**src/rtl/assert_macros.svh**
```systemverilog
// Assertion macros shared by the elevator controller RTL.
// No dependencies; included by the modules that check their own logic.
`ifndef ASSERT_MACROS_SVH
`define ASSERT_MACROS_SVH
`ifndef SYNTHESIS
// Checks that prop holds at every clock edge outside reset.
`define ASSERT_CLK(label, clk, rst_n, prop, msg) \
    label: assert property (@(posedge clk) disable iff (!rst_n) (prop)) else $error(msg);
// Checks that cond never holds outside reset.
`define ASSERT_NEVER(label, clk, rst_n, cond, msg) \
    label: assert property (@(posedge clk) disable iff (!rst_n) !(cond)) else $error(msg);
`else
`define ASSERT_CLK(label, clk, rst_n, prop, msg)
`define ASSERT_NEVER(label, clk, rst_n, cond, msg)
`endif
`endif

```
**src/rtl/esc_pkg.sv**
```systemverilog
// Shared types and constants of the elevator scan controller.
// No dependencies; imported by every module of the block.
package esc_pkg;

    localparam int DEF_NUM_FLOORS = 10;
    localparam int DEF_QUEUE_DEPTH = 2;
    localparam int TF_W = 4;     // target_floor field width
    localparam int FLOOR_OUT_W = 4;

    typedef enum logic [1:0] {
        ACT_UP_CALL   = 2'd0,
        ACT_DOWN_CALL = 2'd1,
        ACT_CABIN     = 2'd2,
        ACT_STEP      = 2'd3
    } t_action;

    typedef enum logic [1:0] {
        HEAD_IDLE = 2'd0,
        HEAD_UP   = 2'd1,
        HEAD_DOWN = 2'd2
    } t_heading;

    // Classified command word passed from front to back.
    typedef struct packed {
        t_action          action;
        logic             rejected;
        logic [TF_W-1:0]  floor;
    } t_cmd;

    typedef struct packed {
        logic full;
        logic empty;
    } t_q_stat;

endpackage

```
**src/rtl/esc_front.sv**
```systemverilog
// Front end: decodes an incoming word and checks the request floor.
// Depends on esc_pkg.
module esc_front #(
    parameter int NUM_FLOORS = esc_pkg::DEF_NUM_FLOORS
) (
    input  logic [1:0]              i_action,
    input  logic [esc_pkg::TF_W-1:0] i_target_floor,
    output esc_pkg::t_cmd           o_cmd
);
    import esc_pkg::*;

    int tf;

    always_comb begin
        tf = int'(i_target_floor);
        o_cmd.action = t_action'(i_action);
        o_cmd.floor = i_target_floor;
        case (t_action'(i_action))
            ACT_UP_CALL:   o_cmd.rejected = !(tf < NUM_FLOORS - 1);
            ACT_DOWN_CALL: o_cmd.rejected = !(tf > 0 && tf < NUM_FLOORS);
            ACT_CABIN:     o_cmd.rejected = !(tf < NUM_FLOORS);
            default:       o_cmd.rejected = 1'b0;
        endcase
    end

endmodule

```
**src/rtl/esc_queue.sv**
```systemverilog
// Short command queue between front and back ends.
// Depends on esc_pkg and assert_macros.svh.
`include "assert_macros.svh"
module esc_queue #(
    parameter int DEPTH = esc_pkg::DEF_QUEUE_DEPTH
) (
    input  logic            i_clk,
    input  logic            i_rst_n,
    input  logic            i_push,
    input  esc_pkg::t_cmd   i_cmd,
    input  logic            i_pop,
    output esc_pkg::t_cmd   o_cmd,
    output esc_pkg::t_q_stat o_stat
);
    import esc_pkg::*;

    localparam int PW = (DEPTH > 1) ? $clog2(DEPTH) : 1;
    localparam int CW = $clog2(DEPTH + 1);

    t_cmd r_mem [DEPTH];
    logic [PW-1:0] r_wr, r_rd;
    logic [CW-1:0] r_count;

    function automatic logic [PW-1:0] bump(input logic [PW-1:0] p);
        bump = (p == PW'(DEPTH - 1)) ? '0 : p + PW'(1);
    endfunction

    always_ff @(posedge i_clk) begin
        if (!i_rst_n) begin
            r_wr <= '0;
            r_rd <= '0;
            r_count <= '0;
        end else begin
            if (i_push) r_wr <= bump(r_wr);
            if (i_pop) r_rd <= bump(r_rd);
            if (i_push && !i_pop) r_count <= r_count + CW'(1);
            else if (!i_push && i_pop) r_count <= r_count - CW'(1);
        end
    end

    always_ff @(posedge i_clk) begin
        if (i_push) r_mem[r_wr] <= i_cmd;
    end

    assign o_cmd = r_mem[r_rd];
    assign o_stat.full = (r_count == CW'(DEPTH));
    assign o_stat.empty = (r_count == '0);

    `ASSERT_NEVER(a_no_overflow, i_clk, i_rst_n, i_push && o_stat.full, "push into full queue")
    `ASSERT_NEVER(a_no_underflow, i_clk, i_rst_n, i_pop && o_stat.empty, "pop from empty queue")

endmodule

```
**src/rtl/esc_back.sv**
```systemverilog
// Back end: car state, SCAN stepping and the registered result word.
// Depends on esc_pkg and assert_macros.svh.
`include "assert_macros.svh"
module esc_back #(
    parameter int NUM_FLOORS = esc_pkg::DEF_NUM_FLOORS
) (
    input  logic                           i_clk,
    input  logic                           i_rst_n,
    input  esc_pkg::t_cmd                  i_cmd,
    input  esc_pkg::t_q_stat               i_qstat,
    output logic                           o_pop,
    output logic                           o_valid,
    input  logic                           i_stall,
    output logic [esc_pkg::FLOOR_OUT_W-1:0] o_floor_now,
    output logic [1:0]                     o_heading,
    output logic                           o_moved,
    output logic                           o_doors_opened,
    output logic                           o_rejected,
    output logic                           o_pending
);
    import esc_pkg::*;

    localparam int FW = $clog2(NUM_FLOORS);

    logic [NUM_FLOORS-1:0] r_up, r_down, r_cab;
    logic [NUM_FLOORS-1:0] n_up, n_down, n_cab;
    logic [FW-1:0] r_floor, n_floor;
    t_heading r_heading, n_heading;

    logic [NUM_FLOORS-1:0] s_all, s_gt, s_lt, s_cur_oh, s_new_oh, s_req_oh;
    logic s_above, s_below, s_up_mv, s_dn_mv, s_rev, s_opened;
    t_heading s_head;
    logic [FW+FLOOR_OUT_W-1:0] s_floor_ext;

    logic r_out_valid;
    logic [FLOOR_OUT_W-1:0] r_out_floor;
    t_heading r_out_heading;
    logic r_out_moved, r_out_opened, r_out_rejected, r_out_pending;

    assign o_pop = !i_qstat.empty && (!r_out_valid || !i_stall);

    // per-floor masks relative to the car and the request floor
    always_comb begin
        for (int i = 0; i < NUM_FLOORS; i++) begin
            s_gt[i] = (i > int'(r_floor));
            s_lt[i] = (i < int'(r_floor));
            s_cur_oh[i] = (i == int'(r_floor));
            s_req_oh[i] = (i == int'(i_cmd.floor));
        end
    end

    assign s_all = r_up | r_down | r_cab;
    assign s_above = |(s_all & s_gt);
    assign s_below = |(s_all & s_lt);

    // next state
    always_comb begin
        n_up = r_up;
        n_down = r_down;
        n_cab = r_cab;
        n_floor = r_floor;
        n_heading = r_heading;
        s_head = r_heading;
        s_up_mv = 1'b0;
        s_dn_mv = 1'b0;
        s_rev = 1'b0;
        s_opened = 1'b0;
        s_new_oh = s_cur_oh;
        case (i_cmd.action)
            ACT_UP_CALL:   if (!i_cmd.rejected) n_up = r_up | s_req_oh;
            ACT_DOWN_CALL: if (!i_cmd.rejected) n_down = r_down | s_req_oh;
            ACT_CABIN:     if (!i_cmd.rejected) n_cab = r_cab | s_req_oh;
            default: begin
                if (s_all == '0) begin
                    n_heading = HEAD_IDLE;
                end else begin
                    if (s_head == HEAD_IDLE) begin
                        if (s_above) s_head = HEAD_UP;
                        else if (s_below) s_head = HEAD_DOWN;
                    end
                    case (s_head)
                        HEAD_UP: begin
                            if (s_above) s_up_mv = 1'b1;
                            else if (s_below) begin
                                s_head = HEAD_DOWN;
                                s_rev = 1'b1;
                            end
                        end
                        HEAD_DOWN: begin
                            if (s_below) s_dn_mv = 1'b1;
                            else if (s_above) begin
                                s_head = HEAD_UP;
                                s_rev = 1'b1;
                            end
                        end
                        default: ;
                    endcase
                    n_heading = s_head;
                    if (s_up_mv) begin
                        n_floor = r_floor + FW'(1);
                        s_new_oh = s_cur_oh << 1;
                    end else if (s_dn_mv) begin
                        n_floor = r_floor - FW'(1);
                        s_new_oh = s_cur_oh >> 1;
                    end
                    if (!s_rev && |(s_all & s_new_oh)) begin
                        n_up = r_up & ~s_new_oh;
                        n_down = r_down & ~s_new_oh;
                        n_cab = r_cab & ~s_new_oh;
                        s_opened = 1'b1;
                    end
                end
            end
        endcase
    end

    assign s_floor_ext = {{FLOOR_OUT_W{1'b0}}, n_floor};

    always_ff @(posedge i_clk) begin
        if (!i_rst_n) begin
            r_up <= '0;
            r_down <= '0;
            r_cab <= '0;
            r_floor <= '0;
            r_heading <= HEAD_IDLE;
            r_out_valid <= 1'b0;
        end else begin
            if (o_pop) begin
                r_up <= n_up;
                r_down <= n_down;
                r_cab <= n_cab;
                r_floor <= n_floor;
                r_heading <= n_heading;
            end
            if (!r_out_valid || !i_stall) r_out_valid <= o_pop;
        end
    end

    // result word
    always_ff @(posedge i_clk) begin
        if (o_pop) begin
            r_out_floor <= s_floor_ext[FLOOR_OUT_W-1:0];
            r_out_heading <= n_heading;
            r_out_moved <= s_up_mv | s_dn_mv;
            r_out_opened <= s_opened;
            r_out_rejected <= (i_cmd.action != ACT_STEP) && i_cmd.rejected;
            r_out_pending <= |(n_up | n_down | n_cab);
        end
    end

    assign o_valid = r_out_valid;
    assign o_floor_now = r_out_floor;
    assign o_heading = r_out_heading;
    assign o_moved = r_out_moved;
    assign o_doors_opened = r_out_opened;
    assign o_rejected = r_out_rejected;
    assign o_pending = r_out_pending;

    `ASSERT_CLK(a_floor_range, i_clk, i_rst_n, int'(r_floor) < NUM_FLOORS, "car beyond top")
    `ASSERT_NEVER(a_move_idle, i_clk, i_rst_n, r_out_valid && r_out_moved && r_out_heading == HEAD_IDLE, "moved while idle")
    `ASSERT_NEVER(a_rej_action, i_clk, i_rst_n, r_out_valid && r_out_rejected && (r_out_moved || r_out_opened), "rejected word with car action")
    `ASSERT_CLK(a_pop_step, i_clk, i_rst_n, o_pop && (s_up_mv || s_dn_mv) |=> r_floor != $past(r_floor), "move lost")

endmodule

```
**src/rtl/elevator_scan_controller.sv**
```systemverilog
// Top level of the single-car elevator scan controller.
// Depends on esc_pkg, esc_front, esc_queue and esc_back.
//
// Input channel (i_valid / o_stall): one word per hall call, cabin request
// or step; a word is taken on a clock edge with i_valid high and o_stall low.
// Output channel (o_valid / i_stall): exactly one result word per input word,
// in order, held steady while i_stall is high.
// Structure: the front decodes each word and checks its floor against the
// call type, a short queue (QUEUE_DEPTH words) buffers classified words, and
// the back updates per-floor call bits, car floor and heading and loads the
// registered result word on the same edge.
// Path: an accepted word is written into the queue, then the back end pops it
// into the car state and loads the registered result word that drives o_valid.
// Throughput: one word per cycle while o_stall is low; the back end retires one
// queued word in each cycle that the result register is free or being taken.
// Stall: when the receiver stalls, the result register holds, the queue
// fills, and o_stall rises once the queue is full.
// Reset (i_rst_n low, synchronous): all call bits cleared, car at floor 0,
// heading idle, queue and result register empty.
module elevator_scan_controller #(
    parameter int NUM_FLOORS = esc_pkg::DEF_NUM_FLOORS,
    parameter int QUEUE_DEPTH = esc_pkg::DEF_QUEUE_DEPTH
) (
    input  logic                            i_clk,
    input  logic                            i_rst_n,
    input  logic                            i_valid,
    output logic                            o_stall,
    input  logic [1:0]                      i_action,
    input  logic [esc_pkg::TF_W-1:0]        i_target_floor,
    output logic                            o_valid,
    input  logic                            i_stall,
    output logic [esc_pkg::FLOOR_OUT_W-1:0] o_floor_now,
    output logic [1:0]                      o_heading,
    output logic                            o_moved,
    output logic                            o_doors_opened,
    output logic                            o_rejected,
    output logic                            o_pending
);
    import esc_pkg::*;

    t_cmd    front_cmd, queue_cmd;
    t_q_stat queue_stat;
    logic    push, pop;

    // stall comes from registered queue fill only
    assign o_stall = queue_stat.full;
    assign push = i_valid && !queue_stat.full;

    esc_front #(
        .NUM_FLOORS(NUM_FLOORS)
    ) u_front (
        .i_action      (i_action),
        .i_target_floor(i_target_floor),
        .o_cmd         (front_cmd)
    );

    esc_queue #(
        .DEPTH(QUEUE_DEPTH)
    ) u_queue (
        .i_clk  (i_clk),
        .i_rst_n(i_rst_n),
        .i_push (push),
        .i_cmd  (front_cmd),
        .i_pop  (pop),
        .o_cmd  (queue_cmd),
        .o_stat (queue_stat)
    );

    esc_back #(
        .NUM_FLOORS(NUM_FLOORS)
    ) u_back (
        .i_clk         (i_clk),
        .i_rst_n       (i_rst_n),
        .i_cmd         (queue_cmd),
        .i_qstat       (queue_stat),
        .o_pop         (pop),
        .o_valid       (o_valid),
        .i_stall       (i_stall),
        .o_floor_now   (o_floor_now),
        .o_heading     (o_heading),
        .o_moved       (o_moved),
        .o_doors_opened(o_doors_opened),
        .o_rejected    (o_rejected),
        .o_pending     (o_pending)
    );

endmodule
```
**config.mk**
```make
export PLATFORM = sky130hd
export DESIGN_NAME = elevator_scan_controller
export DESIGN_NICKNAME = d
export VERILOG_FILES = /design/src/rtl/esc_pkg.sv /design/src/rtl/esc_front.sv /design/src/rtl/esc_queue.sv /design/src/rtl/esc_back.sv /design/src/rtl/elevator_scan_controller.sv
export VERILOG_INCLUDE_DIRS = /design/src /design/src/rtl
export SDC_FILE = /design/constraint.sdc
export NUM_CORES = 1
export LEC_CHECK = 0
export ABC_CLOCK_PERIOD_IN_PS = 5100
export BUFFER_PORTS_ARGS = -buffer_cell sky130_fd_sc_hd__buf_4
export CORE_MARGIN = 1
export CORE_UTILIZATION = 62
export DETAILED_ROUTE_END_ITERATION = 16
export HOLD_SLACK_MARGIN = 0.03
export PLACE_DENSITY = 0.91
export SLEW_MARGIN = 0
export SYNTH_ARGS = -nofsm -noshare
export SYNTH_HDL_FRONTEND = slang
export SYNTH_SLANG_ARGS = --single-unit
```
**constraint.sdc**
```tcl
create_clock -name i_clk -period 5.1 [get_ports i_clk]
set_input_delay 1.02 -clock i_clk [delete_from_list [all_inputs] [get_ports i_clk]]
set_output_delay 1.02 -clock i_clk [all_outputs]
set_load 0.05 [all_outputs]
```
==> impl_summary.log <==
[metrics] Yosys warning count: 0
[metrics] flop-to-flop setup slack: 0.29 ns
[metrics] Yosys reg bits: 66
[metrics] number of I/O pins: 22
[metrics] Sequential Power Share: 27.2%
[metrics] met2 WL: 6068 um
[metrics] Post-synth EDFFs: 24
[metrics] max_cap viols: 0
[metrics] clk sinks: 66
[metrics] via/cell ratio: 6.816
[metrics] site row count: 30
[metrics] top cell family by delay on the critical path: compound AO/OA/AOI/OAI gates
[metrics] Cells after Synth: 524
[metrics] Peak VDD IR: 659.0 uV
[metrics] weighted congestion at the end of routability-driven global placement: 1.027
[metrics] via count: 4526
[metrics] total buffers and inverters traversed by the critical path: 1
[metrics] ordered cell list for the critical path: nor3_1 -> o311ai_1 -> a211o_1 -> nor2_2 -> nor2_1 -> nor2_1 -> inv_1 -> ha_1 -> o21a_4 -> a221oi_4 -> nor3b_2 -> a222oi_1 -> nand3_1 -> and2_1 -> o21ai_0 -> nor4_1 -> nand4_1
[metrics] outcome: finished clean
[metrics] number of DRC markers in iteration 0: 606
[metrics] areal power density over the cells: 542.9 mW/mm2
[metrics] CTS H-tree depth: 3
[metrics] fmax: 207.8 MHz
[metrics] standard cell with the maximum stage delay on the critical path: sky130_fd_sc_hd__a222oi_1
[metrics] FF-to-FF path depth: 17
[metrics] Main synth FF type: sky130_fd_sc_hd__dfxtp_1
[metrics] fraction of power consumed by the clock network: 16.9%
[metrics] sequential element share of the synthesized area: 35.28%
[metrics] diodes inserted: 0
[metrics] data arrival time at the worst-slack endpoint: 5.04 ns
[metrics] DPL Wire Length: 9769 um
[metrics] vias in the first global route: 4155
[metrics] Detailed Routing Iterations Pass 1: 6
[metrics] Hold Slack: 0.4749 ns
[metrics] total grt overflow: 0
[metrics] pins over their slew limit: 0
[metrics] maximum single-stage delay on the critical path: 0.67 ns
[metrics] net count after synthesis: 546
[metrics] die outline width: 86.49 um
[metrics] post-synthesis async set-or-reset flop share: 0%
[metrics] cell area after synthesis: 0.004425 mm2
[metrics] clock transition at the register clock pins on the worst setup and hold paths after CTS: 0.08 ns
[metrics] CTS Buf Count: 9
[metrics] met3 wire length: 1588 um
[metrics] most used cells in the layout excluding fill and tap cells: sky130_fd_sc_hd__nand2_1 (77), sky130_fd_sc_hd__buf_4 (52), sky130_fd_sc_hd__a21oi_1 (42), sky130_fd_sc_hd__dfxtp_1 (39), sky130_fd_sc_hd__nor2_1 (28)
[metrics] global-route wire length before repair: 21710 um
[metrics] distinct cell type count after synthesis: 74
[metrics] slew at the pin closest to its max-slew limit: 1.108 ns
[metrics] Setup TNS Final: 0 ns
[metrics] average cell area after synthesis: 8.446 um2
[metrics] Sw Share: 49.54%
[metrics] critical path launch point type: register
[metrics] nature of the critical path endpoint: register
[metrics] share of cells above drive strength 1: 18.84%
[metrics] most numerous cell on the critical path: sky130_fd_sc_hd__nor2_1
[metrics] post-detailed-routing wire length: 13680 um
[metrics] Highest Signal Layer: met4
[metrics] Int Power: 0.001390 W
[metrics] Global Route Usage Sum: 38.05%
[metrics] number of hold buffers added after cts: 0
[metrics] worst hold start: u_back.r_up[0]
[metrics] worst hold path class: register to register
[metrics] data required time at the worst endpoint: 5.33 ns
[metrics] Critical Path Fanout Max: 13
[metrics] commonest non-fill, non-tap cell in the layout: sky130_fd_sc_hd__nand2_1
[metrics] number of nets with antenna violations after routing: 0
[metrics] CTS Root Buffer Type: sky130_fd_sc_hd__clkbuf_8
[metrics] Core Area: 0.006832 mm2
[metrics] post-route met1 wirelength: 5485 um
[metrics] source-to-sink clock delay at the later pin of the worst-skew pair: 0.36 ns
[metrics] ratio of final minimum period to clock period: 94.38%
[metrics] routed length per instance: 20.59 um
[metrics] switching power: 0.001365 W
[metrics] final net count: 585
[metrics] number of gates on the worst path with buffers counted: 17
[metrics] Static Leakage: 1.925 nW
[metrics] relative slew slack: 25.92%
[metrics] Total Die Area: 0.007480 mm2
[metrics] Port Buffers: 21
[metrics] detailed-route DRC error count: 0
[metrics] worst hold stages: 2
[metrics] unrepaired setup endpoints after global routing: no
[metrics] number of hold violations in the final report: 0
[metrics] TritonCTS clock tree: done
[metrics] power share of the combinational group: 55.9%
[metrics] largest net degree at the start of global routing: 48
[metrics] Syn-to-layout area delta: 14.70%
[metrics] Longest Clk Path Bufs: 2
[metrics] Crit Path Class: register to register
[metrics] Worst Skew: 0.01216 ns
[metrics] die height: 86.49 um
[metrics] final period demand of the worst path: 4.813 ns
[metrics] endpoint with the worst hold slack: u_back.r_up[0]
[metrics] total setup violations reported at the end of the flow: 0
[metrics] Reg-to-Reg End: u_back.o_pending
[metrics] number of antenna violations at the first check in global routing: 0
[metrics] initial core utilization: 64.78%
[metrics] startpoint of the lowest-slack register-to-register path: u_back.r_cab[5]
[per-stage QoR]
step,instance area (um2),power [W],utilization (%),instances,setup WS [ns]
detailed placement,4826,0.002211,70.64,647,0.2550
floorplan,4425,0.001774,-,524,0.5404
global route,5076,0.002872,74.30,664,0.007147
finish,5076,0.002756,74.30,664,0.2866
CTS,5026,0.002673,73.57,663,0.1655
global placement,4826,0.002183,70.64,647,0.2956
[worst min-delay path, stage by stage (launching register included)]
cell and delay (ns):
sky130_fd_sc_hd__dfxtp_1 0.33, sky130_fd_sc_hd__nand2_1 0.06, sky130_fd_sc_hd__a21boi_1 0.05
[per-layer routing]
layer	up-vias	global-route usage [%]
met5	-	0
met4	0	15.00
met3	57	7.429
met2	344	58.66
met1	2099	52.65
li1	2026	-
[state kept, by name (all words and copies together), names as in the netlist, named ones only]
register               cells
u_back.r_down             10
u_back.r_heading           2
u_queue.r_wr               1
u_back.o_floor_now         4
u_back.o_heading           2
u_queue.r_count            2
u_queue.r_mem             14
u_queue.r_rd               1
u_back.o_moved             1
u_back.o_rejected          1
u_back.r_up               10
u_back.r_floor             4
u_back.o_pending           1
u_back.o_valid             1
u_back.r_cab              10
u_back.o_doors_opened      1
[worst max path at each step]
stage	endpoint	slack (ns)	startpoint
floorplan	u_back.o_pending	0.54	u_back.r_floor[0]
global placement	u_back.o_pending	0.30	u_back.r_floor[0]
detailed placement	u_back.o_pending	0.26	u_back.r_floor[0]
CTS	u_back.o_pending	0.17	u_back.r_floor[0]
global route	u_back.o_pending	0.007	u_back.r_cab[5]
finish	u_back.o_pending	0.29	u_back.r_cab[5]
[final cells by class]
| type | instances | area, um2 |
|---|---|---|
| Fill cell | 536 | 1755 |
| Clock buffer | 9 | 123.9 |
| Clock inverter | 7 | 76.32 |
| Tap cell | 96 | 120.1 |
| Inverter | 21 | 78.83 |
| Sequential cell | 66 | 1565 |
| Multi-Input combinational cell | 413 | 2721 |
| Timing Repair Buffer | 52 | 390.4 |
[cells by family after synthesis]
group / after synthesis / synth area share [%]
muxes: 11 / 2.545
buffers and inverters: 45 / 4.354
DFF: 66 / 35.28
adders and majority gates: 12 / 3.393
xor gates and xnor gates: 9 / 1.781
AOI/OAI and AO/OA: 178 / 29.72
and+or+nand+nor: 203 / 22.93
[cells in the mapped netlist (7+ instances only)]
library cell               count  area share [%]
sky130_fd_sc_hd__nor2_1       29             2.5
sky130_fd_sc_hd__and3_1        7            0.99
sky130_fd_sc_hd__edfxtp_1     24              16
sky130_fd_sc_hd__a31oi_1      10             1.4
sky130_fd_sc_hd__nand2_1      77             6.5
sky130_fd_sc_hd__a21oi_1      42             4.7
sky130_fd_sc_hd__nor3_1       15             1.7
sky130_fd_sc_hd__mux2i_1       9             2.0
sky130_fd_sc_hd__clkbuf_1     16             1.4
sky130_fd_sc_hd__xnor2_1       7             1.4
sky130_fd_sc_hd__ha_1         12             3.4
sky130_fd_sc_hd__or3_1         8             1.1
sky130_fd_sc_hd__inv_1        19             1.6
sky130_fd_sc_hd__nand3_1       8            0.90
sky130_fd_sc_hd__dfxtp_1      42              19
sky130_fd_sc_hd__and2_1       16             2.3
sky130_fd_sc_hd__a21boi_0     20             3.4
sky130_fd_sc_hd__a22oi_1      11             1.9
sky130_fd_sc_hd__o21ai_0      24             2.7
sky130_fd_sc_hd__nor2b_1      14             2.0
[power by group through the flow]
stage	logic [W]	clock network (W)	registers [W]
3_3_place_gp	0.00143	0	0.000749
2_1_floorplan	0.000912	0	0.000862
3_5_place_dp	0.00145	0	0.000756
4_1_cts	0.00147	0.000463	0.000744
6_report	0.00154	0.000467	0.000749
5_1_grt	0.00163	0.000483	0.000762
[what timing repair did]
action / in CTS / in global routing
setup buffers: 0 / 1
resized for setup: 0 / 15
endpoints found under the setup margin: 0 / 12
(Power assumes the default switching activity.)
